**src/assert_macros.svh**
```systemverilog
// Assertion macros for the RTL of the event queue, included by the back end.
// Needs a clock named clk and an active-low reset named rst_n in scope.
`ifndef ASSERT_MACROS_SVH
`define ASSERT_MACROS_SVH

// Property must hold at every clock edge outside reset.
`define ASSERT_CLK(label, prop, msg) \
  label: assert property (@(posedge clk) disable iff (!rst_n) (prop)) else $error(msg);

// Condition must never be true outside reset.
`define ASSERT_NEVER(label, cond, msg) \
  label: assert property (@(posedge clk) disable iff (!rst_n) !(cond)) else $error(msg);

`endif

```
**src/tceq_pkg.sv**
```systemverilog
// Shared types and constants of the timed control event queue.
// Used by the front end, the command queue, the back end and the top level.
package tceq_pkg;

  localparam int FRAME_W       = 48;
  localparam int KIND_W        = 3;
  localparam int VALUE_W       = 32;
  localparam int OSC_W         = 4;
  localparam int STATUS_W      = 3;
  localparam int FRAME_BITS    = 48;
  localparam int OSCILLATORS   = 4;
  localparam int SAMPLE_RATE   = 48000;
  localparam int MAX_RESULTS   = 32;
  localparam int REL_W         = $clog2(MAX_RESULTS + 1);
  localparam int QUEUE_DEPTH   = 2;
  localparam int PENDING_DEPTH = 32;
  localparam int CAPTURE_DEPTH = 256;

  localparam logic [FRAME_W-1:0] FRAME_LIMIT = FRAME_W'((65'd1 << FRAME_BITS) - 65'd1);

  // Q15.16 bounds of the value checks.
  localparam logic signed [63:0] Q_ONE      = 64'sd65536;
  localparam logic signed [63:0] Q_FREQ_MAX = 64'(longint'(SAMPLE_RATE) * 65536 / 2);
  localparam logic signed [63:0] Q_LVL_MAX  = 64'sd7864320;
  localparam logic signed [63:0] Q_LVL_MIN  = -64'sd7864320;
  localparam logic signed [63:0] Q_PEAK_MAX = 64'sd3932160;
  localparam logic signed [63:0] Q_RATE_MIN = 64'sd66;
  localparam logic signed [63:0] Q_RATE_MAX = 64'sd65536000;

  localparam logic ACT_ENQUEUE = 1'b0;
  localparam logic ACT_TICK    = 1'b1;

  typedef enum logic [KIND_W-1:0] {
    KIND_CW_ENABLE, KIND_CW_FREQ, KIND_CW_LEVEL, KIND_ST_ENABLE,
    KIND_ST_RATE, KIND_ST_PEAK, KIND_FADE, KIND_INVALID
  } kind_t;

  typedef enum logic [STATUS_W-1:0] {
    ST_OK, ST_NOT_CFG, ST_INVALID, ST_LATE, ST_PEND_FULL, ST_CAP_FULL
  } status_t;

  // One classified command handed from the front end to the back end.
  typedef struct packed {
    logic                      is_tick;
    logic                      not_cfg;
    logic                      bad;
    logic [FRAME_W-1:0]        frame;
    logic [KIND_W-1:0]         kind;
    logic signed [VALUE_W-1:0] value;
    logic [FRAME_W-1:0]        length;
    logic [OSC_W-1:0]          osc;
  } cmd_t;

  // One entry of the capture store.
  typedef struct packed {
    logic [FRAME_W-1:0]        frame;
    logic [KIND_W-1:0]         kind;
    logic signed [VALUE_W-1:0] value;
    logic [FRAME_W-1:0]        length;
    logic [OSC_W-1:0]          osc;
  } entry_t;

endpackage

```
**src/tceq_queue.sv**
```systemverilog
// Short command queue between the front end and the back end.
// Depends on tceq_pkg for the command type.
module tceq_queue #(
  parameter int DEPTH = tceq_pkg::QUEUE_DEPTH
) (
  input  logic           clk,
  input  logic           rst_n,
  input  logic           push,
  input  tceq_pkg::cmd_t push_cmd,
  output logic           full,
  input  logic           pop,
  output logic           not_empty,
  output tceq_pkg::cmd_t head_cmd
);
  import tceq_pkg::*;

  localparam int IDX_W = (DEPTH > 1) ? $clog2(DEPTH) : 1;
  localparam int CNT_W = $clog2(DEPTH + 1);

  cmd_t             slot_r [DEPTH];
  logic [IDX_W-1:0] wr_ptr_r, rd_ptr_r;
  logic [CNT_W-1:0] count_r;
  logic             do_pop;

  assign full      = (count_r == CNT_W'(DEPTH));
  assign not_empty = (count_r != '0);
  assign head_cmd  = slot_r[rd_ptr_r];
  assign do_pop    = pop && not_empty;

  always_ff @(posedge clk) begin
    if (push && !full) begin
      slot_r[wr_ptr_r] <= push_cmd;
    end
  end

  always_ff @(posedge clk) begin
    if (!rst_n) begin
      wr_ptr_r <= '0;
      rd_ptr_r <= '0;
      count_r  <= '0;
    end else begin
      if (push && !full) begin
        wr_ptr_r <= (wr_ptr_r == IDX_W'(DEPTH - 1)) ? '0 : wr_ptr_r + 1'b1;
      end
      if (do_pop) begin
        rd_ptr_r <= (rd_ptr_r == IDX_W'(DEPTH - 1)) ? '0 : rd_ptr_r + 1'b1;
      end
      count_r <= count_r + CNT_W'(push && !full) - CNT_W'(do_pop);
    end
  end

endmodule

```
**config.mk**
```make
export PLATFORM = sky130hd
export DESIGN_NAME = tceq_queue
export DESIGN_NICKNAME = d
export VERILOG_FILES = /design/src/assert_macros.svh /design/src/tceq_pkg.sv /design/src/tceq_queue.sv
export SDC_FILE = /design/constraint.sdc
export NUM_CORES = 1
export LEC_CHECK = 0
export BUFFER_PORTS_ARGS = -buffer_cell sky130_fd_sc_hd__buf_2
export CORE_ASPECT_RATIO = 1.25
export CORE_MARGIN = 4
export CORE_UTILIZATION = 30
export DETAILED_ROUTE_END_ITERATION = 16
export PLACE_DENSITY = 0.58
export SLEW_MARGIN = 30
export SYNTH_ARGS = -nofsm -noshare
export SYNTH_HDL_FRONTEND = slang
export SYNTH_SLANG_ARGS = --single-unit
```
**constraint.sdc**
```tcl
create_clock -name clk -period 22.4 [get_ports clk]
set_clock_uncertainty 0.05 [all_clocks]
set_input_delay 6.72 -clock clk [delete_from_list [all_inputs] [get_ports clk]]
set_output_delay 6.72 -clock clk [all_outputs]
set_load 0.005 [all_outputs]
```
# After elaboration in Yosys (flattened, before gate mapping)
# Memories as Yosys holds them, arrays and structs flattened. A register that Yosys moved wholly into a read port is not among the register bits.
# Index checks and enable logic that the tools add are counted.
# word_totals
regBits	4
ram_bits	276
input_bits	142
output_inout_bits	140
wordCells	19
n_memories	1
# op_classes
addsub	4
n_eq_ne	1
muxes	6
reduce_logical	4
# memory_table
memory	depth	word_bits	rd	rd_ports_with_merged_regs	wr	line_no	text
slot_r	2	138	1	1	1	tceq_queue.sv:20	cmd_t slot_r [DEPTH];
# ops
op	n
1-bit two-way mux	6
1-bit adder, second input constant	2
2-bit by 1-bit adder with 2-bit output	1
2-bit == test, second input constant	1
1-bit logical AND	2
2-bit nonzero test	1
2-bit by 1-bit subtractor with 2-bit output	1
1-bit logical NOT	1

# Logic depth before layout (Yosys ltp)
# Gate-level depths: netlist of run 1.
# depth
depth_word	5
ltp_mapped	8
ltp_nobuf	8

# Worst setup path after synthesis of run 1
# OpenSTA, ideal clock, no wires.
# synth_path
kind	input to register
start	input push
end	memory slot_r[0][0] (netlist bit) (enable)
setup_time_ps	637
arrival_time_ps	12545
required_ps	21713
setup_slack_ps	9168
path_stages	2
n_path_buf	0
cell_sequence	nand2_1 -> nor2_1
# synth_between
elab_chain_len	3
# synth_lines
item	line_no	text
start, declared	tceq_queue.sv:8	input logic push,
1-bit logical AND	tceq_queue.sv:31	if (push && !full) begin
1-bit two-way mux	tceq_queue.sv:31	
1-bit two-way mux (implied by the code)	tceq_queue.sv:32	slot_r[wr_ptr_r] <= push_cmd;
end, declared	tceq_queue.sv:20	
# No other way between the ends.

==> results of run 1 <==
-- worst paths after layout --
check	startpoint	to	slack [ps]	depth (start not counted)
setup / recovery	flop	head_cmd[123]	12460	4
hold / removal	wr_ptr_r	wr_ptr_r	480	2
setup reg to reg	count_r[0]	slot_r[0][43]	19980	4
hold reg to reg	wr_ptr_r	wr_ptr_r	480	2
-- cells by family after synthesis --
| kind of cell | synth area share |
|---|---|
| buffers and inverters | 0.0166 |
| DFF | 0.819 |
| adders and majority gates | 0.00244 |
| xor gates and xnor gates | 0.00257 |
| and+or+nand+nor | 0.00599 |
| AOI/OAI and AO/OA | 0.000733 |
| muxes | 0.153 |
-- worst max-delay path, cell delays in order (launching register included) --
cell,delay (ps)
dfxtp_4,690
buf_4,630
buf_4,680
mux2_2,420
buf_2,130
-- layout make-up --
class,instances,area [um2],area share
tap,423,529,0.0406
inverter,2,7.51,0.000575
clock buffer,31,733,0.0562
clock inverter,20,204,0.0156
timing repair buffer,288,1480,0.113
antenna,2,5.00,0.000384
multi-input combinational,156,1700,0.130
sequential,281,8390,0.643
-- flip-flops by register name, indices dropped and copies added (netlist names), named ones only --
signal / flops
rd_ptr_r: 1
slot_r: 276
count_r: 2
wr_ptr_r: 1
-- cells in the mapped netlist --
cell	instances
edfxtp_1	276
mux2_2	138
buf_6	14
dfxtp_1	5
xnor2_1	3
and2_1	2
ha_1	2
inv_1	2
nand2_1	2
nand2b_1	2
nor2b_1	2
and3_1	1
buf_2	1
mux2i_1	1
nor2_1	1
o21a_1	1
or2_2	1
-- routing by layer --
| metal | track usage | wire (um) | share of wire |
|---|---|---|---|
| met1 | 0.115 | 7510 | 0.35 |
| met2 | 0.206 | 11600 | 0.55 |
| met3 | 0.0332 | 1540 | 0.073 |
| met4 | 0.0413 | 520 | 0.025 |
| met5 | 0 | 0 | 0 |
-- power by group through the flow --
stage / sequential, mW / clock, mW / combinational (mW)
finish: 0.685 / 0.471 / 0.288
global route: 0.692 / 0.511 / 0.317
CTS: 0.687 / 0.488 / 0.297
floorplan: 0.696 / 0 / 0.184
global placement: 0.695 / 0 / 0.295
detailed placement: 0.698 / 0 / 0.296
-- through the flow --
step	total power, mW	instances	util
2_1_floorplan	0.880	454	-
3_3_place_gp	0.990	1149	0.359
3_5_place_dp	0.993	1149	0.359
4_1_cts	1.47	1200	0.387
5_1_grt	1.52	1203	0.388
6_report	1.44	1203	0.388
==> impl_metrics.csv, run 1 <==
group,metric,value,unit
timing,fin_tns_setup,0,ps
timing,fin_crit_sh,0.444,
route,drtIter0Drc,261,
timing,tightestPinTransition,926,ps
cts,cts_tree,"built",
layout,final_common_cell,"buf_2",
cts,cts.path.max_buffers,3,
worst_setup_path,critPathRequiredTime,15630,ps
timing,worst_slack,12460,ps
run,max-cap-violations,0,
cts,postCtsSetupBuffers,0,
cts,clk_pin_slew,60,ps
timing,finalHoldViolCount,0,
route,ant_nets,0,
min_path,min_path_type,"reg2reg",
global_route,grt_first_pass_wirelength,32.4,mm
floorplanning,row_count,75,
floorplanning,coreArea,33600,um2
cts,cts_resized,0,
worst_setup_path,start_kind,"flop",
floorplanning,dieArea,37200,um2
timing,setup_viol,0,
route,drc,0,
route,vias,5201,
layout,layout_common_cells,"buf_2, edfxtp_1, mux2_2, clkbuf_16, clkinv_1",
outcome,status,"finished, final reports clean",
cts,holdBufCountCts,0,
synthesis,synthDistinctLibCells,17,
pwr,pwr-share-seq,0.475,
global_route,grtUsageTotal,0.110,
cts,cts_made_buffers,29,
pwr,p_comb_frac,0.199,
global_route,grt-ovfl-total,0,
layout,syn_to_final_growth,27.4,%
synthesis,yosysTopAreaCellShare,0.809,
pwr,p_sw,355,uW
layout,fill_cells,3140,
timing,fmax,101,MHz
route,dr.pass1.iters,4,
floorplanning,ios,282,
synthesis,synthCells,454,
floorplanning,die_x,173,um
synthesis,syn_avg_cell_area,22.6,um2
global_route,antenna_found_initial,2,
pwr,p_int,1.09,mW
place,post-place-ws,12860,ps
route,drt_wl_total,21.2,mm
pwr,ir_drop,64.7,uV
place,place_congestion,0.721,
timing,whs,481,ps
worst_setup_path,cp_max_fo,52,
timing,grt_setup_unrepaired,"false",
synthesis,ys_ff_latch,281,
cts,cts.htree.levels,1,
place,placed_area,12100,um2
worst_setup_path,end_kind,"output pin",
global_route,grt_max_degree,66,
synthesis,yosysSeqAreaShare,0.819,
layout,nets,902,
synthesis,yosysWarnings,0,
timing,maxSlewHeadroom,0.382,
route,wl_per_cell,17.6,um
pwr,sw_frac_of_total,0.246,
place,hpwl,13.9,mm
pwr,clockPowerShare,0.326,
floorplanning,die_h,215,um
floorplanning,initial_core_util,0.305,
worst_setup_path,critical_path_arrival,3170,ps
global_route,grt_pass1_vias,5813,
cts,cts_sinks,281,
cts,cts-root-buf,"clkbuf_16",
place,port_buffers,281,
synthesis,synth_nets,598,
route,via_per_inst,4.32,
synthesis,syn_area,10200,um2
cts,worstSkewPairLatency,540,ps
synthesis,synth_area_leaders,"edfxtp_1, mux2_2, buf_6",
synthesis,synth_top_area_cell,"edfxtp_1",
pwr,power_density,111,nW/um2
timing,min_period,9940,ps
pwr,p_leak,4.80,nW
layout,layout-drive-gt1-share,0.607,
worst_setup_path,path_class,"reg2out",
layout,final_area,13000,um2
timing,slew_violations,0,
(Power assumes the default switching activity.)
==> run 2: changes to the inputs <==
==> constraint.sdc (replaced) <==
create_clock -name clk -period 10.4 [get_ports clk]
set_clock_uncertainty 0.05 [all_clocks]
set_input_delay 3.12 -clock clk [delete_from_list [all_inputs] [get_ports clk]]
set_output_delay 3.12 -clock clk [all_outputs]
set_load 0.005 [all_outputs]
==> run 2 against run 1 <==
  * First-iteration DRC count grew 7.7%
  * Worst hold slack lost 6.8 ps
  * Die area is the same
  * Sequential share of layout area grew 0.20 points
  * Power grew 110%
  * Register-to-register slack lost 12000 ps
  * Critical endpoint unchanged
  * Largest cell class unchanged
  * Largest power group unchanged
  * Highest routed layer is now met5
==> impl_metrics.csv, run 2 (same netlist as run 1, synthesis figures left out) <==
group,metric,value,unit
global_route,grtUsageTotal,0.109,
layout,regMostFlops,"slot_r",
cts,cts_tree,"built",
cts,cts-root-buf,"clkbuf_16",
timing,fin_tns_setup,0,ps
pwr,p_leak,4.78,nW
worst_setup_path,slowest_stage,"dfxtp_4",
route,via_per_inst,4.28,
worst_setup_path,start_kind,"flop",
timing,tightestPinTransition,927,ps
min_path,min_path_type,"reg2reg",
worst_setup_path,end_kind,"output pin",
route,wl_per_cell,17.5,um
global_route,grt-ovfl-total,0,
cts,postCtsSetupBuffers,0,
place,place_congestion,0.719,
floorplanning,die_h,215,um
cts,cts.path.max_buffers,3,
cts,holdBufCountCts,0,
pwr,power_density,238,nW/um2
floorplanning,die_x,173,um
global_route,grt_max_degree,70,
timing,whs,474,ps
worst_setup_path,cp_num_buf_inv,3,
layout,syn_to_final_growth,27.0,%
layout,multi_input_area,1700,um2
worst_setup_path,cp_max_fo,52,
layout,layout_common_cells,"buf_2, edfxtp_1, mux2_2, clkbuf_16, clkbuf_1",
timing,min_period,6360,ps
layout,largest_register_ffs,276,
floorplanning,initial_core_util,0.305,
layout,register_area,8390,um2
layout,nets,900,
place,port_buffers,281,
route,drtIter0Drc,281,
worst_setup_path,path_class,"reg2out",
global_route,grt_first_pass_wirelength,32.1,mm
worst_setup_path,cpMostUsedCell,"buf_4",
route,ant_nets,0,
pwr,sw_frac_of_total,0.244,
worst_setup_path,critical_path_arrival,3190,ps
place,hpwl,13.9,mm
timing,finalHoldViolCount,0,
cts,cts_made_buffers,28,
pwr,ir_drop,131,uV
route,dr.pass1.iters,4,
floorplanning,dieArea,37200,um2
timing,slew_violations,0,
global_route,antenna_found_initial,8,
cts,cts_sinks,281,
pwr,p_sw,754,uW
layout,top_regs,"slot_r x276, count_r x2",
route,drc,0,
timing,fmax,157,MHz
pwr,p_int,2.34,mW
layout,final_common_cell,"buf_2",
cts,cts_resized,0,
pwr,clockPowerShare,0.324,
pwr,p_comb_frac,0.199,
timing,setup_viol,0,
worst_setup_path,crit_family,"buffers and inverters",
timing,maxSlewHeadroom,0.382,
layout,layout-drive-gt1-share,0.600,
layout,postLayoutCoreUtil,0.387,
worst_setup_path,critPathRequiredTime,7230,ps
floorplanning,row_count,75,
timing,grt_setup_unrepaired,"false",
worst_setup_path,crit_chain,"buf_4 -> buf_4 -> mux2_2 -> buf_2",
run,max-cap-violations,0,
cts,cts.htree.levels,1,
pwr,total_power,3.09,mW
layout,instances_no_fill,1204,
floorplanning,coreArea,33600,um2
place,dp.cells,1149,
cts,clk_pin_slew,60,ps
route,vias,5154,
worst_setup_path,critPathMaxStageDelay,700,ps
route,drt_wl_total,21.1,mm
cts,worstSkewPairLatency,530,ps
global_route,grt_pass1_vias,5676,
timing,fin_crit_sh,0.612,
floorplanning,ios,282,
outcome,status,"finished, final reports clean",
layout,fill_cells,3097,
pwr,pwr-share-seq,0.477,
-- run 2: cell count changes in the layout (fill, tap and decap cells not counted), sizes merged --
| cell | change |
|---|---|
| clkinvlp | -2 |
| clkbuf | +5 |
| diode | +4 |
| inv | -1 |
| clkinv | -4 |
| buf | -1 |
-- run 2: layout make-up --
type | count | area share
clock buffer | 36 | 0.0578
clock inverter | 13 | 0.0121
sequential | 281 | 0.645
antenna | 6 | 0.00115
tap | 423 | 0.0407
multi-input combinational | 156 | 0.130
inverter | 2 | 0.000577
timing repair buffer | 287 | 0.112
-- run 2: per-stage QoR --
| step | area, um2 | setup WS, ps |
|---|---|---|
| 3_5_place_dp | 12100 | 4470 |
| 6_report | 13000 | 4040 |
| 4_1_cts | 13000 | 3890 |
| 5_1_grt | 13000 | 3800 |
| 2_1_floorplan | 10200 | 768 |
| 3_3_place_gp | 12100 | 4470 |
-- run 2: final timing paths --
check / slack, ps / startpoint / cells after the start / to
worst max-delay path: 4040 / flop / 4 / head_cmd[123]
worst min-delay path: 470 / wr_ptr_r / 2 / wr_ptr_r
worst max register to register: 8010 / count_r[0] / 4 / slot_r[0][39]
worst min register to register: 470 / wr_ptr_r / 2 / wr_ptr_r
-- run 2: worst reg2reg max path: stages, from the launching register on --
cell      delay (ps)
dfxtp_1          360
nand2b_1         160
nand2_1          150
nor2_4           430
buf_4            770
-- run 2: power by group through the flow --
stage	Combinational, mW	Sequential [mW]	Clock (mW)
floorplan	0.396	1.50	0
global placement	0.636	1.50	0
detailed placement	0.637	1.50	0
CTS	0.640	1.48	1.03
global route	0.679	1.49	1.08
finish	0.615	1.48	1.00
-- run 2: layer usage --
| metal | vias up | wire length [um] | GRT usage | share of wire |
|---|---|---|---|---|
| met5 | - | 27 | 0 | 0.0013 |
| met4 | 4 | 603 | 0.0455 | 0.029 |
| met3 | 37 | 1680 | 0.0390 | 0.079 |
| met2 | 176 | 11200 | 0.201 | 0.53 |
| met1 | 2524 | 7620 | 0.112 | 0.36 |
| li1 | 2413 | - | - | - |
