===== config.mk =====
export PLATFORM = sky130hd
export DESIGN_NAME = tceq_front
export DESIGN_NICKNAME = d
export VERILOG_FILES = /design/src/assert_macros.svh /design/src/tceq_pkg.sv /design/src/tceq_front.sv
export SDC_FILE = /design/constraint.sdc
export NUM_CORES = 1
export LEC_CHECK = 0
export BUFFER_PORTS_ARGS = -buffer_cell sky130_fd_sc_hd__buf_4
export CORE_AREA = 3 3 109 111
export DETAILED_ROUTE_END_ITERATION = 8
export DIE_AREA = 0 0 112 114
export PLACE_DENSITY = 0.59
export RECOVER_POWER = 100
export REMOVE_ABC_BUFFERS = 1
export SYNTH_ARGS = -nofsm -noshare
export SYNTH_HDL_FRONTEND = slang
export SYNTH_SLANG_ARGS = --single-unit

===== constraint.sdc =====
create_clock -name clk -period 2.95 [get_ports clk]
set_input_delay 0.59 -clock clk [delete_from_list [all_inputs] [get_ports clk]]
set_output_delay 0.59 -clock clk [all_outputs]
set_load 0.01 [all_outputs]

===== src/assert_macros.svh =====
// Assertion macros for the RTL of the event queue, included by the back end.
// Needs a clock named clk and an active-low reset named rst_n in scope.
`ifndef ASSERT_MACROS_SVH
`define ASSERT_MACROS_SVH

// Property must hold at every clock edge outside reset.
`define ASSERT_CLK(label, prop, msg) \
  label: assert property (@(posedge clk) disable iff (!rst_n) (prop)) else $error(msg);

// Condition must never be true outside reset.
`define ASSERT_NEVER(label, cond, msg) \
  label: assert property (@(posedge clk) disable iff (!rst_n) !(cond)) else $error(msg);

`endif


===== src/tceq_pkg.sv =====
// Shared types and constants of the timed control event queue.
// Used by the front end, the command queue, the back end and the top level.
package tceq_pkg;

  localparam int FRAME_W       = 48;
  localparam int KIND_W        = 3;
  localparam int VALUE_W       = 32;
  localparam int OSC_W         = 4;
  localparam int STATUS_W      = 3;
  localparam int FRAME_BITS    = 48;
  localparam int OSCILLATORS   = 4;
  localparam int SAMPLE_RATE   = 48000;
  localparam int MAX_RESULTS   = 32;
  localparam int REL_W         = $clog2(MAX_RESULTS + 1);
  localparam int QUEUE_DEPTH   = 2;
  localparam int PENDING_DEPTH = 32;
  localparam int CAPTURE_DEPTH = 256;

  localparam logic [FRAME_W-1:0] FRAME_LIMIT = FRAME_W'((65'd1 << FRAME_BITS) - 65'd1);

  // Q15.16 bounds of the value checks.
  localparam logic signed [63:0] Q_ONE      = 64'sd65536;
  localparam logic signed [63:0] Q_FREQ_MAX = 64'(longint'(SAMPLE_RATE) * 65536 / 2);
  localparam logic signed [63:0] Q_LVL_MAX  = 64'sd7864320;
  localparam logic signed [63:0] Q_LVL_MIN  = -64'sd7864320;
  localparam logic signed [63:0] Q_PEAK_MAX = 64'sd3932160;
  localparam logic signed [63:0] Q_RATE_MIN = 64'sd66;
  localparam logic signed [63:0] Q_RATE_MAX = 64'sd65536000;

  localparam logic ACT_ENQUEUE = 1'b0;
  localparam logic ACT_TICK    = 1'b1;

  typedef enum logic [KIND_W-1:0] {
    KIND_CW_ENABLE, KIND_CW_FREQ, KIND_CW_LEVEL, KIND_ST_ENABLE,
    KIND_ST_RATE, KIND_ST_PEAK, KIND_FADE, KIND_INVALID
  } kind_t;

  typedef enum logic [STATUS_W-1:0] {
    ST_OK, ST_NOT_CFG, ST_INVALID, ST_LATE, ST_PEND_FULL, ST_CAP_FULL
  } status_t;

  // One classified command handed from the front end to the back end.
  typedef struct packed {
    logic                      is_tick;
    logic                      not_cfg;
    logic                      bad;
    logic [FRAME_W-1:0]        frame;
    logic [KIND_W-1:0]         kind;
    logic signed [VALUE_W-1:0] value;
    logic [FRAME_W-1:0]        length;
    logic [OSC_W-1:0]          osc;
  } cmd_t;

  // One entry of the capture store.
  typedef struct packed {
    logic [FRAME_W-1:0]        frame;
    logic [KIND_W-1:0]         kind;
    logic signed [VALUE_W-1:0] value;
    logic [FRAME_W-1:0]        length;
    logic [OSC_W-1:0]          osc;
  } entry_t;

endpackage


===== src/tceq_front.sv =====
// Front end: holds the configured flag, accepts input beats and classifies them.
// Depends on tceq_pkg; feeds tceq_queue.
module tceq_front (
  input  logic                               clk,
  input  logic                               rst_n,
  input  logic                               cfg_write_en,
  input  logic                               cfg_write_data,
  input  logic                               in_valid,
  output logic                               in_stall,
  input  logic                               in_action,
  input  logic [tceq_pkg::FRAME_W-1:0]       in_target_frame,
  input  logic [tceq_pkg::KIND_W-1:0]        in_event_kind,
  input  logic signed [tceq_pkg::VALUE_W-1:0] in_event_value,
  input  logic [tceq_pkg::FRAME_W-1:0]       in_fade_length,
  input  logic [tceq_pkg::OSC_W-1:0]         in_osc_index,
  input  logic                               q_full,
  output logic                               q_push,
  output tceq_pkg::cmd_t                     q_cmd
);
  import tceq_pkg::*;

  logic              configured_r;
  logic              cw;
  logic              value_ok;
  logic signed [63:0] v;

  always_ff @(posedge clk) begin
    if (!rst_n) begin
      configured_r <= 1'b0;
    end else if (cfg_write_en) begin
      configured_r <= cfg_write_data;
    end
  end

  assign v  = {{(64 - VALUE_W){in_event_value[VALUE_W-1]}}, in_event_value};
  assign cw = in_event_kind <= KIND_W'(KIND_CW_LEVEL);

  always_comb begin
    unique case (kind_t'(in_event_kind))
      KIND_CW_ENABLE, KIND_ST_ENABLE: value_ok = (v == 64'sd0) || (v == Q_ONE);
      KIND_CW_FREQ:  value_ok = (v > 64'sd0) && (v < Q_FREQ_MAX);
      KIND_CW_LEVEL: value_ok = (v >= Q_LVL_MIN) && (v <= Q_LVL_MAX);
      KIND_ST_RATE:  value_ok = (v >= Q_RATE_MIN) && (v <= Q_RATE_MAX);
      KIND_ST_PEAK:  value_ok = (v >= Q_LVL_MIN) && (v <= Q_PEAK_MAX);
      KIND_FADE:     value_ok = (v >= 64'sd0) && (v <= Q_LVL_MAX) &&
                                (in_fade_length != '0) &&
                                (in_fade_length <= FRAME_LIMIT - in_target_frame);
      default:       value_ok = 1'b0;
    endcase
  end

  always_comb begin
    q_cmd.is_tick = (in_action == ACT_TICK);
    q_cmd.not_cfg = !configured_r;
    q_cmd.bad     = ((in_event_kind != KIND_W'(KIND_FADE)) && (in_fade_length != '0)) ||
                    (cw && ({1'b0, in_osc_index} >= (OSC_W + 1)'(OSCILLATORS))) ||
                    (!cw && (in_osc_index != '0)) || !value_ok;
    q_cmd.frame   = in_target_frame;
    q_cmd.kind    = in_event_kind;
    q_cmd.value   = in_event_value;
    q_cmd.length  = in_fade_length;
    q_cmd.osc     = in_osc_index;
  end

  assign in_stall = q_full;
  assign q_push   = in_valid && !q_full;

endmodule


### Word level (Yosys, flattened, before mapping)

Cells that the tools add are included.

| operators by class | value |
|---|---|
| add/sub/neg operators | 1 |
| $lt $le $gt $ge | 11 |
| equal/unequal tests | 8 |
| muxes and demuxes | 1 |
| reduce and logical (&&, ||, !) cells | 24 |

Operator list:

| kind | count |
|---|---|
| $logic_not A64 Y1 | 1 |
| $le A48 B48 Y1 | 1 |
| $reduce_bool A48 Y1 | 1 |
| $sub A48 B48 Y48 const A | 1 |
| $eq A32 B18 Y1 const B | 1 |
| $ge A32 B1 Y1 const B | 1 |
| $ge A32 B24 Y1 const B | 1 |
| $ge A32 B8 Y1 const B | 1 |
| $gt A32 B1 Y1 const B | 1 |
| $le A32 B23 Y1 const B | 1 |
| $le A32 B24 Y1 const B | 1 |
| $le A32 B27 Y1 const B | 1 |
| $lt A32 B32 Y1 const B | 1 |
| $logic_and A1 B1 Y1 | 11 |
| $eq A3 B3 Y1 const B | 3 |
| $eq A3 B2 Y1 const B | 2 |
| $pmux W1 S6 | 1 |
| $ge A4 B3 Y1 const B | 1 |
| $logic_not A1 Y1 | 4 |
| $logic_or A1 B1 Y1 | 4 |
| $reduce_bool A4 Y1 | 1 |
| $eq A3 B1 Y1 const B | 1 |
| $le A3 B2 Y1 const B | 1 |
| $logic_not A3 Y1 | 1 |
| 2 further kinds | 2 |

| word-level totals | value |
|---|---|
| flip-flop bits (word level) | 1 |
| input port bits | 142 |
| output and inout bits | 140 |
| word-level logic and storage cells | 46 |

### Depth between registers and ports, before layout

Gate-level depths: netlist of run 1.

| logic depth | value |
|---|---|
| depth after elaboration | 7 |
| depth in mapped cells | 9 |
| gate-level depth less buffers | 9 |

### Worst setup path before layout of run 1

No wires, ideal clock.

| path | value |
|---|---|
| path kind | input to output |
| from | input in_event_value[30] (netlist bit) |
| to | output q_cmd[135] (netlist bit) |
| data arrival time | 2.251 ns |
| data required time | 2.360 ns |
| setup slack | 0.109 ns |
| stages | 7 |
| buffers on the path | 0 |
| path through | or4_4 > nor4_4 > nand3_2 > o31a_1 > nor3_1 > a311oi_1 > a21oi_1 |

RTL lines:

| element | RTL line | source |
|---|---|---|
| start, declared | tceq_front.sv:13 | `input logic signed [tceq_pkg::VALUE_W-1:0] in_event_value,` |
| end, declared | tceq_front.sv:18 | `output tceq_pkg::cmd_t q_cmd` |

==> summary.txt, run 1 <==
Run status - finished with violations
Failing checks - setup timing
Hold Startpoint - configured_r
VDD IR max - 79.3 uV
Clk_skew - 0 ps
Async S/R FF share, synth - 0%
Hold Crit Class - flip-flop to flip-flop
Synth area leaders - buf_4 39%, ha_1 23%, a21oi_1 4.6%
Core Footprint - 0.0109 sq mm
CP startpoint - in_event_value[28]
Period minus WS final - 3190 ps
RD Place Congestion - 0.908
Pre-antenna DRT Iters - 4
Standard-cell row count - 38
CTS Hold Bufs - 0
Reg area - 20.0 sq um
DR vias - 3,104
Initial antenna violation count - 0
Crit path kind - input pin to output pin
Startpoint types - input pin
Max FO, Critical Path - 3
Seq/Total Area, Yosys - 0.766%
Synth Cell Area - 0.00261 sq mm
Number of DRC markers in iteration 0 - 58
Yosys warning total - 0
Fmax - 0.313 GHz
Post-DRT Antenna Nets - 0
Data required, critical path - 2360 ps
Top flop regs - configured_r: 1 flops
Hold_ws - 537 ps
Avg Vias per Cell - 4.51
PwrDens - 150 mW/mm^2
Worst setup margin - -241 ps
Area Growth Syn to Fin - 54.4%
LEAKAGE - 1.97 nW
Max-slew violations - 0
Arr. time, crit path - 2600 ps
Post-Syn Instances - 345
Die W - 112 um
Crit end category - output pin
Final setup TNS - -241 ps
Final setup viols - 1
Routed WL per cell - 15.8 um
DRC violations left - 0
Worst R2R Start - configured_r
Detail Placement HPWL - 10,200 um
Netlist cell types - 43
Top-area cell type share of the netlist area - 39.3%
Total Wirelength - 10,900 um
First-pass GRT wire length - 15,800 um
Pin count of the biggest net entering global routing - 10
Relative slew slack - 69.9%
#FFs+latches synth - 1
Total gr overflow - 0
Pre-CTS setup slack - -341 ps
Multi-input gate area - 0.00160 sq mm
Layout cells sized above 1 - 48.0%
GRT Overall Usage - 15.2%
Initial Util - 24.0%
Tcrit/Tclk final - 108%
Vias in the first global route - 3,115
Final #Nets - 740
Clock Pin Slew Worst Setup and Hold Paths - 0 ps
Tightest Pin Transition - 451 ps
Max reg flops - 1
EDFF count, synth - 0
Fillers - 1,241
RSZ-0062 raised after global routing - true
Reg with most FFs - configured_r
Die span in y - 114 um
Leading register cell type out of synthesis - dfxtp_1
Diode count - 0
Boundary pin count - 282
Full die area - 0.0128 sq mm
MaxCap Viol Count - 0
Later-pin clock latency in the skew report - 0 ps
Port Buffers - 279
Dominant cell type by area after synthesis - buf_4
Final hold violations - 0
Syn_area_per_cell - 7.58 sq um
==> critical path, stage by stage <==
cell and delay, ps:
buf_6 90, or4_4 540, nor4_4 350, nand3_2 170, o311a_1 370, o21ai_1 90, a311oi_1 100, a21oi_1 150
buf_4 150
==> worst paths after layout <==
kind / end / slack (ps) / cells after the start
max: q_cmd[135] / -240 / 9
min: configured_r / 540 / 2
max reg2reg: configured_r / 2350 / 2
min reg2reg: configured_r / 540 / 2
==> repair_timing <==
action                                  in CTS  in global routing
endpoints found under the setup margin       1                  1
pin swaps                                    3                  6
gates resized for setup                      7                  6
buffers inserted                             0                  2
==> synthesized netlist by cell type, drive strengths merged, types with 2 or more instances <==
master / n
or4: 3
buf: 137
o211ai: 3
o21ai: 9
nand2: 19
a21oi: 24
inv: 6
a311oi: 2
a211oi: 3
nand2b: 2
nor3: 10
a221oi: 3
nand3: 9
nor4: 18
and4: 7
ha: 48
nand4: 11
nor2: 8
nor2b: 4
==> cell type report <==
cell class	count	share of cell area [%]
inverters	6	0.558
multi-input cells	200	39.6
flip-flops and latches	1	0.496
well taps	140	4.34
repair buffers	341	55.1
==> placed cells by master, fill, tap and decap left out, types with 2 or more instances in the layout <==
master | synthesis | routed
nand3_1 | 8 | 8
nand2b_1 | 2 | 2
or4_1 | 2 | 2
buf_6 | 0 | 2
nor3_2 | 0 | 2
nor4_1 | 16 | 14
buf_4 | 137 | 246
nor3_1 | 10 | 8
nor2_1 | 8 | 8
nor2b_1 | 4 | 4
inv_1 | 6 | 6
o21ai_1 | 3 | 3
a221oi_1 | 3 | 3
nor4_4 | 1 | 2
a21oi_1 | 24 | 24
ha_1 | 48 | 48
nand2_1 | 19 | 18
and4_1 | 7 | 6
clkbuf_1 | 1 | 92
nand4_1 | 11 | 11
o21ai_0 | 6 | 6
a211oi_1 | 3 | 3
nor4_2 | 1 | 2
o211ai_1 | 3 | 3
==> through the flow <==
| step | power [mW] | cell area (sq um) | utilization, % | instances |
|---|---|---|---|---|
| CTS | 0.667 | 4330 | 39.8 | 686 |
| global route | 0.664 | 4040 | 37.1 | 688 |
| detailed placement | 0.659 | 4300 | 39.5 | 686 |
| global placement | 0.651 | 4300 | 39.5 | 686 |
| floorplan | 0.140 | 1580 | - | 207 |
| finish | 0.604 | 4040 | 37.1 | 688 |
==> metal layers <==
metal / share of wire, % / vias to the layer above / GRT usage (%)
met5: 0 / - / 0
met4: 0 / 0 / 0
met3: 8.0 / 0 / 2.71
met2: 57 / 166 / 33.0
met1: 35 / 1395 / 15.7
li1: - / 1543 / -
==> cells by family (layout without fill, tap and decap cells) <==
logic type | after synthesis | after routing | share of synthesized area, %
xor+xnor | 1 | 1 | 0.335
fa+ha+maj | 49 | 49 | 23.4
flops | 1 | 1 | 0.766
compound gates | 51 | 51 | 12.1
mux | 1 | 1 | 0.383
simple gates | 98 | 98 | 22.7
buf+inv | 144 | 347 | 40.4
==> where the power goes <==
group	total, mW	switching, mW	internal, mW
clock network	0	0	0
logic	0.589	0.275	0.314
registers	0.0152	0.000533	0.0146
Power figures use the tool's default switching activity.
==> run 2, diff against run 1 <==
--- a/config.mk
+++ b/config.mk
@@ -6,10 +6,14 @@
 export NUM_CORES = 1
 export LEC_CHECK = 0
 export BUFFER_PORTS_ARGS = -buffer_cell sky130_fd_sc_hd__buf_4
-export CORE_AREA = 3 3 109 111
+export CELL_PAD_IN_SITES_DETAIL_PLACEMENT = 0
+export CELL_PAD_IN_SITES_GLOBAL_PLACEMENT = 1
+export CORE_ASPECT_RATIO = 0.5
+export CORE_MARGIN = 3
+export CORE_UTILIZATION = 22
 export DETAILED_ROUTE_END_ITERATION = 8
-export DIE_AREA = 0 0 112 114
-export PLACE_DENSITY = 0.59
+export GPL_TIMING_DRIVEN = 0
+export PLACE_DENSITY = 0.83
 export RECOVER_POWER = 100
 export REMOVE_ABC_BUFFERS = 1
 export SYNTH_ARGS = -nofsm -noshare
==> run 2 against run 1 <==
  * The flow still finishes with violations (setup timing)
  * Global-route usage down 1.9 points
  * Register-to-register slack about the same
  * Via count down 9.4%
  * Cell count down 6.1%
  * Die area up 4.2%
  * Sequential power about the same
  * Critical path type unchanged
  * Highest routed layer unchanged
==> summary.txt, run 2 (synthesized netlist as in run 1, its figures left out) <==
Run status - finished with violations
Failing checks - setup timing
Die span in y - 83.1 um (-27%)
DR vias - 2,813 (-9.4%)
Clock Power Share - 0% (unchanged)
Max FO, Critical Path - 3 (unchanged)
Port Buffers - 279 (unchanged)
Switch share - 44.3% (-1.3 points)
Max-slew violations - 0 (unchanged)
Total gr overflow - 0 (unchanged)
Hold_ws - 510 ps (-26.3 ps)
Initial Util - 23.2% (-0.84 points)
Diode count - 0 (unchanged)
Detail Placement HPWL - 9240 um (-9.3%)
Tcrit/Tclk final - 108% (-0.33 points)
Period minus WS final - 3180 ps (-9.83 ps)
VDD IR max - 45.3 uV (-43%)
Final #Nets - 679 (-8.2%)
Final setup TNS - -232 ps (+9.83 ps)
Later-pin clock latency in the skew report - 0 ps (unchanged)
Area Growth Syn to Fin - 50.7%
Crit end category - output pin
Top flop regs - configured_r: 1 flops
Full die area - 0.0133 sq mm (+4.2%)
Post-DRT Antenna Nets - 0 (unchanged)
Standard-cell row count - 27 (-29%)
Avg Vias per Cell - 4.35 (-3.5%)
Core Footprint - 0.0113 sq mm (+3.6%)
Sequential share of power - 2.5% (about the same)
CP startpoint - in_event_value[28]
Routed WL per cell - 15.4 um (-2.5%)
Vias in the first global route - 2,957 (-5.1%)
Worst setup margin - -232 ps (+9.83 ps)
Hold Crit Class - flip-flop to flip-flop
Net switching power - 261 uW (-5.2%)
Combinational fraction of design power - 97.5% (about the same)
Most common cell after layout, fill and taps aside - buf_4
RSZ-0062 raised after global routing - true
Fmax - 0.314 GHz (+0.31%)
Die W - 160 um (+43%)
Boundary pin count - 282 (unchanged)
Relative slew slack - 69.2% (-0.74 points)
Data required, critical path - 2360 ps (about the same)
Clock Pin Slew Worst Setup and Hold Paths - 0 ps (unchanged)
PwrDens - 149 mW/mm^2 (-0.13%)
DRC violations left - 0 (unchanged)
RD Place Congestion - 0.816 (-10%)
Tightest Pin Transition - 458 ps (+6.83 ps)
Hold Startpoint - configured_r
Pin count of the biggest net entering global routing - 10 (unchanged)
Max reg flops - 1 (unchanged)
Commonest non-fill, non-tap cells in the layout - 276 x buf_4, 48 x ha_1, 24 x a21oi_1, 19 x nand2_1, 15 x nor4_1
Pre-antenna DRT Iters - 4 (unchanged)
Number of DRC markers in iteration 0 - 87 (+50%)
Worst R2R Start - configured_r
Total Wirelength - 9940 um (-8.5%)
Arr. time, crit path - 2590 ps (about the same)
Int Power - 328 uW (-0.25%)
Startpoint types - input pin
Clk_skew - 0 ps (unchanged)
GRT Overall Usage - 13.2% (-1.9 points)
Initial antenna violation count - 0 (unchanged)
Final setup viols - 1 (unchanged)
MaxCap Viol Count - 0 (unchanged)
First-pass GRT wire length - 14,900 um (-5.7%)
LEAKAGE - 2.01 nW (+1.9%)
Reg with most FFs - configured_r
Layout cells sized above 1 - 59.5% (+12 points)
Final hold violations - 0 (unchanged)
Crit path kind - input pin to output pin
==> run 2: critical path: stages <==
cell and delay [ps]:
buf_6 100, or4_4 550, nor4_4 370, nand3_2 170, o31a_1 340, nor3_2 110, a311oi_1 100, a21oi_1 130
buf_4 140
==> run 2: path summary, 6_finish.rpt <==
| path | slack (ps) | end | cells after the start |
|---|---|---|---|
| hold / removal | 510 | configured_r | 2 |
| setup / recovery | -230 | q_cmd[135] | 9 |
| setup reg to reg | 2360 | configured_r | 2 |
| hold reg to reg | 510 | configured_r | 2 |
==> run 2: per-layer routing <==
layer	global-route usage (%)	routed length (um)
met1	15.8	4010
met2	27.0	5450
met3	1.15	475
met4	0.315	0
met5	0	0
==> run 2: cell type report <==
class                           count  area (sq um)
Inverter                            6          22.5
Sequential cell                     1          20.0
Tap cell                          159           199
Fill cell                        1214          7340
Timing Repair Buffer              280          2110
Multi-Input combinational cell    200          1590
==> run 2: repair_timing <==
| item | in CTS | in global routing |
|---|---|---|
| pin swaps | 3 | 7 |
| setup buffers | 0 | 1 |
| gates resized for setup | 7 | 4 |
| hold buffers | 0 | 0 |
| setup endpoints to repair | 1 | 1 |
==> run 2: stage by stage <==
stage	setup WS [ps]	power (mW)	instance area [sq um]	std cells	util [%]
2_1_floorplan	109	0.140	1580	207	-
3_3_place_gp	-475	0.581	3870	645	34.3
3_5_place_dp	-454	0.588	3870	645	34.3
4_1_cts	-231	0.595	3920	645	34.7
5_1_grt	-419	0.644	3940	646	34.9
6_report	-232	0.589	3940	646	34.9
==> run 2: power by group through the flow <==
| stage | clock network [mW] | logic (mW) | registers, mW |
|---|---|---|---|
| finish | 0 | 0.574 | 0.0150 |
| global route | 0 | 0.629 | 0.0151 |
| CTS | 0 | 0.580 | 0.0150 |
| detailed placement | 0 | 0.574 | 0.0150 |
| global placement | 0 | 0.566 | 0.0150 |
| floorplan | 0 | 0.125 | 0.0149 |
